**src/hdl/edb_ram.sv**
```systemverilog
// Generic single-port-write, registered-read RAM.
`timescale 1ns / 1ps

module edb_ram #(
	parameter int WIDTH = 10,
	parameter int DEPTH = 256,
	localparam int ADDR_W = (DEPTH > 1) ? $clog2(DEPTH) : 1
) (
	input  logic              clk,
	input  logic              we,
	input  logic [ADDR_W-1:0] wr_addr,
	input  logic [WIDTH-1:0]  wr_data,
	input  logic              re,
	input  logic [ADDR_W-1:0] rd_addr,
	output logic [WIDTH-1:0]  rd_data
);

	logic [WIDTH-1:0] mem [DEPTH];

	// Write port, and read port that holds its data when not enabled
	always_ff @(posedge clk) begin
		if (we) begin
			mem[wr_addr] <= wr_data;
		end
		if (re) begin
			rd_data <= mem[rd_addr];
		end
	end

endmodule

```
**config.mk**
```make
export PLATFORM = sky130hd
export DESIGN_NAME = edb_ram
export DESIGN_NICKNAME = d
export VERILOG_FILES = /design/src/hdl/edb_ram.sv
export SDC_FILE = /design/constraint.sdc
export NUM_CORES = 2
export LEC_CHECK = 0
export BUFFER_PORTS_ARGS = -buffer_cell sky130_fd_sc_hd__buf_2
export CAP_MARGIN = 20
export CORE_ASPECT_RATIO = 1.1
export CORE_MARGIN = 4
export CORE_UTILIZATION = 30
export CTS_CLUSTER_SIZE = 14
export DETAILED_ROUTE_END_ITERATION = 7
export HOLD_SLACK_MARGIN = 0.08
export PLACE_DENSITY = 0.47
export SLEW_MARGIN = 20
export SYNTH_ARGS = -nofsm -noshare
export SYNTH_HDL_FRONTEND = slang
export SYNTH_SLANG_ARGS = --single-unit
```
**constraint.sdc**
```tcl
create_clock -name clk -period 2.7 [get_ports clk]
set_input_delay 0.27 -clock clk [delete_from_list [all_inputs] [get_ports clk]]
set_output_delay 0.27 -clock clk [all_outputs]
set_load 0.01 [all_outputs]
```
* Word-level counts from Yosys, hierarchy flattened
Memory sizes are Yosys's and may differ from the RTL's. A register that Yosys moved wholly into a read port is not among the register bits.
Cells that the tools add are included.
** Storage, ports and cells
- Register bits :: 0
- Bits in latches :: 0
- Memory bits (writable) :: 2560
- Memory bits (read-only) :: 0
- Input bits :: 29
- Memories kept :: 1
** Operators by class
- Add/subtract/negate cells :: 0
- Multiply operators :: 0
- Divide/modulo/power cells :: 0
- Order comparisons :: 0
- Equality and inequality tests :: 0
- Shifts and indexed selects :: 0
- Mux-type cells :: 2
- Bitwise operators :: 0
- Reductions and logical operators :: 0
** Memory list
- mem :: words 256, bits a word 10, rd ports 1, clocked after Yosys merged registers in 1, wr ports 1, line 18 : logic [WIDTH-1:0] mem [DEPTH];
** Operators by type and width (count)
- 1-bit two-way mux :: 2

* Logic depth before layout (Yosys ltp)
- Depth after elaboration :: 2
- Mapped depth :: 12
- Gate-level depth less buffers :: 6

* Least setup slack after synthesis
OpenSTA, ideal clock, no wires.
- Kind :: in2reg
- From :: input port rd_addr[0]
- To :: register rd_data[3] (read register of mem), data pin
- Library setup time :: 264 ps
- Arrival time :: 2086 ps
- Required time :: 2436 ps
- Path slack :: 350 ps
- Stages on the path :: 9
- Buffers on the path :: 4
- Path through :: buf_4 > buf_8 > buf_8 > buf_2 > mux4_2 > a22oi_1 > a21oi_1 > nor4_1 > nor3_1
** RTL lines
- start, declared :: line 14 : input logic [ADDR_W-1:0] rd_addr,
- end, declared :: line 15 : output logic [WIDTH-1:0] rd_data

==> results.cfg <==
[global_routing]
grt_max_degree = 89
grt_pass1_wl_mm = 409.5
grt_antenna_before_repair = 18
grt_pass1_vias = 52120
globalRouteTotalUtil_pct = 16.82
congestion_overflow_gr = 0

[critical_path]
cp_data_arrival_time_ns = 3.24
r2r_slack_ns = 0.07
worstSetupPathType = reg -> reg
critPathCaptureType = flip-flop
cp-start-kind = flip-flop
worstPathRequired_ns = 3.31
cp_max_fo = 1

[detailed_routing]
vias_per_cell = 5.003
routed_wire_length_per_instance_um = 28.69
drt_first_iter_violations = 4999
vias = 50700
drc = 0
first_pass_iters = 7
drt-total-wl_mm = 290.8
ant_nets = 0

[placed_design]
io_buffer_count = 38
last_weighted_congestion_value_of_the_routability_driven_placer = 0.8061
hpwl_mm = 191.4
pre_cts_worst_setup_slack_ns = -1.295

[yosys]
synthTopCellsByArea = edfxtp_1 (78%), mux4_2 (11%), mux2i_1 (2.1%)
synth_compound_gate_area_share_pct = 3.702
number_of_flops_mapped_to_enable_cells_by_yosys = 2570
largest_family_of_logic_cells_by_synthesized_area = multiplexers
ys_ff_latch = 2570
synth_mux_area_share_pct = 14.42
synthesis.area_per_instance_sq_um = 21.40
synth_sequential_area_ratio_pct = 77.68
post_synth_num_cell_types = 52
syn_nets = 4671
synth_top_area_share_pct = 77.68
synth_warnings = 0
xor_xnor_fraction_of_synth_area_pct = 0
synth.largest_area_cell = edfxtp_1
synthesis.instances = 4642
synth_simple_gate_area_share_pct = 2.321
asyncSetResetFlopFracSynth_pct = 0
yosys.area_share.adder_pct = 0
mapped_area_sq_mm = 0.09935
ys.flop_type = edfxtp_1

[timing]
tightest_slew_ns = 0.9686
setup_repair_after_global_routing_missed_its_margin = no
slew_headroom_pct = 34.93
timing.final.crit_share_pct = 97.59
layout_min_cycle_time_ns = 2.635
maxSlewViolCount = 0
finalSetupViolCount = 0
max_freq_mhz = 379.5
worst_clock_skew_ns = 0.05271
final_worst_setup_slack_ns = 0.06520
tns_ns = 0
timing_hold_violations_final = 0

[power_and_ir_drop]
vdd.ir_drop.worst_v = 0.0004781
power_density_mw_per_mm2 = 713.5
static-leakage-power_nw = 38.79
total_power_mw = 85.90

[floorplanning]
die-area_sq_mm = 0.3405
total_core_area_sq_mm = 0.3296
die_y_um = 611.6
floorplan.rows = 221
initial_utilization_pct = 30.14
horiz_die_dim_um = 556.7
design.portCount = 39

[hold_path]
hp-class = in -> reg

[clock_network]
postCtsSetupRepairBufs = 0
clockBufferDepth = 4
clkSlewWorstSetupHoldPaths_ns = 0.06
cts-htree-levels = 5
tritoncts = built
cts.root.buffer_cell = clkbuf_16
clock_sinks = 2570
cts_buffers = 275
clock_latency_ns = 0.86

[layout]
filler_cell_count = 30350
finish.net_count = 5601
layout-drive-gt1-share_pct = 31.57
final_core_util_pct = 36.53
flow.area_growth_from_synthesis_pct = 21.18

[run_status]
outcome = finished clean

[run]
max_cap_violations = 0
-- path summary, 6_finish.rpt --
check / start / endpoint / depth (start not counted)
setup / recovery: mem[83][8] / rd_data[8] / 7
hold / removal: wr_addr[2] / mem[204][5] / 4
setup reg to reg: mem[83][8] / rd_data[8] / 7
hold reg to reg: mem[227][7] / rd_data[7] / 7
-- flip-flops by register name (all words and copies together) (netlist names) --
| register | cells |
|---|---|
| rd_data | 10 |
| mem | 2560 |
-- critical path: stages, from the launching register on --
cell and delay [ns]:
edfxtp_1 0.35, mux4_2 0.49, a22oi_1 0.34, a21oi_1 0.14, or2_2 0.38, nor3_1 0.38
buf_4 0.24, nor4_1 0.06
-- power by group --
group	switching, mW	internal [mW]	total [mW]
combinational	2.98	1.93	4.91
sequential	0.0850	44.0	44.1
clock	15.3	21.6	36.9
-- cell type report --
type,instances,area (sq um),area share (%)
sequential,2570,77170,64.10
multi-input combinational,1785,20460,16.99
timing repair buffer,937,8616,7.156
clock buffer,345,7485,6.217
tap,4348,5440,4.519
clock inverter,134,1177,0.9779
antenna,13,32.53,0.02702
inverter,3,11.26,0.009353
-- layout by cell type (no fill, tap or decap), types with 12 or more instances in the layout --
cell type / synthesis / routed
buf_2: 48 / 25
nand2_1: 47 / 46
mux4_1: 41 / 41
a21oi_1: 113 / 113
nor3_1: 32 / 29
buf_12: 16 / 122
nor2_1: 292 / 290
edfxtp_1: 2570 / 2570
a221oi_1: 15 / 14
mux4_2: 495 / 495
clkinv_1: 0 / 60
clkbuf_1: 131 / 54
a22o_1: 13 / 13
nor2b_1: 24 / 20
buf_8: 16 / 12
a22oi_1: 191 / 191
clkinv_2: 0 / 41
bufinv_16: 0 / 21
buf_4: 29 / 767
o221ai_1: 40 / 40
nor4_1: 27 / 24
o21ai_0: 12 / 12
clkbuf_16: 0 / 291
o22ai_1: 57 / 57
mux2i_1: 210 / 210
nand3_1: 39 / 36
diode_2: 0 / 13
-- Yosys cell counts, types with 3 or more instances --
| cell type | count |
|---|---|
| mux4_2 | 495 |
| o221ai_1 | 40 |
| edfxtp_1 | 2570 |
| o211ai_1 | 8 |
| a21o_1 | 6 |
| or2_2 | 8 |
| a21oi_1 | 113 |
| buf_6 | 24 |
| a221oi_1 | 15 |
| buf_8 | 16 |
| or3_1 | 6 |
| nand2_1 | 47 |
| a311oi_1 | 9 |
| mux2i_1 | 210 |
| a31oi_1 | 11 |
| buf_12 | 16 |
| and3_1 | 3 |
| nor4_1 | 27 |
| o31ai_1 | 6 |
| o32ai_1 | 11 |
| a32oi_1 | 3 |
| a2111oi_0 | 3 |
| buf_2 | 48 |
| nand4_1 | 11 |
| o22a_1 | 8 |
| buf_1 | 19 |
| buf_4 | 29 |
| o21a_1 | 8 |
| mux4_1 | 41 |
| nor2b_1 | 24 |
| nand3_1 | 39 |
| a22oi_1 | 191 |
| a22o_1 | 13 |
| o22ai_1 | 57 |
| nor2_1 | 292 |
| o21ai_0 | 12 |
| nand3b_1 | 3 |
| nand2b_1 | 12 |
| and2_1 | 3 |
| nor3_1 | 32 |
| a211oi_1 | 10 |
| clkbuf_1 | 131 |
-- layer usage --
metal  routed length (um)  GRT usage [%]  up-vias  share of wire [%]
li1                     -              -    21520                  -
met1               119100          21.73    27400                 41
met2               149600          29.46     1413                 51
met3                13680          2.442      373                4.7
met4                 8407          4.703        0                2.9
met5                    0              0        -                  0
-- stage by stage --
step           hold slack [ns]  instances  cell area [sq um]
3_5_place_dp            0.6898       9632             111500
6_report                0.1650      10140             120400
5_1_grt                 0.1344      10130             120400
3_3_place_gp            0.6872       9631             111500
4_1_cts                0.09603      10120             120300
2_1_floorplan           0.3689       4642              99350
-- timing repair --
item                                    in CTS  in global routing
hold buffers                                11                  0
hold endpoints to repair                   646                  0
gates resized for setup                      6                  2
endpoints found under the setup margin       3                  2
pin swaps                                    2                  0
cloned                                       0                  0
-- kinds of logic (layout without fill, tap and decap cells) --
kind of cell           Yosys count  after routing
flip-flops                    2570           2570
multiplexers                   746            746
AO/OA/AOI/OAI                  525            525
AND/OR/NAND/NOR                514            514
buffers and inverters          287           1419
other                            0             13
Note: power is estimated with default switching activity, not from simulation.
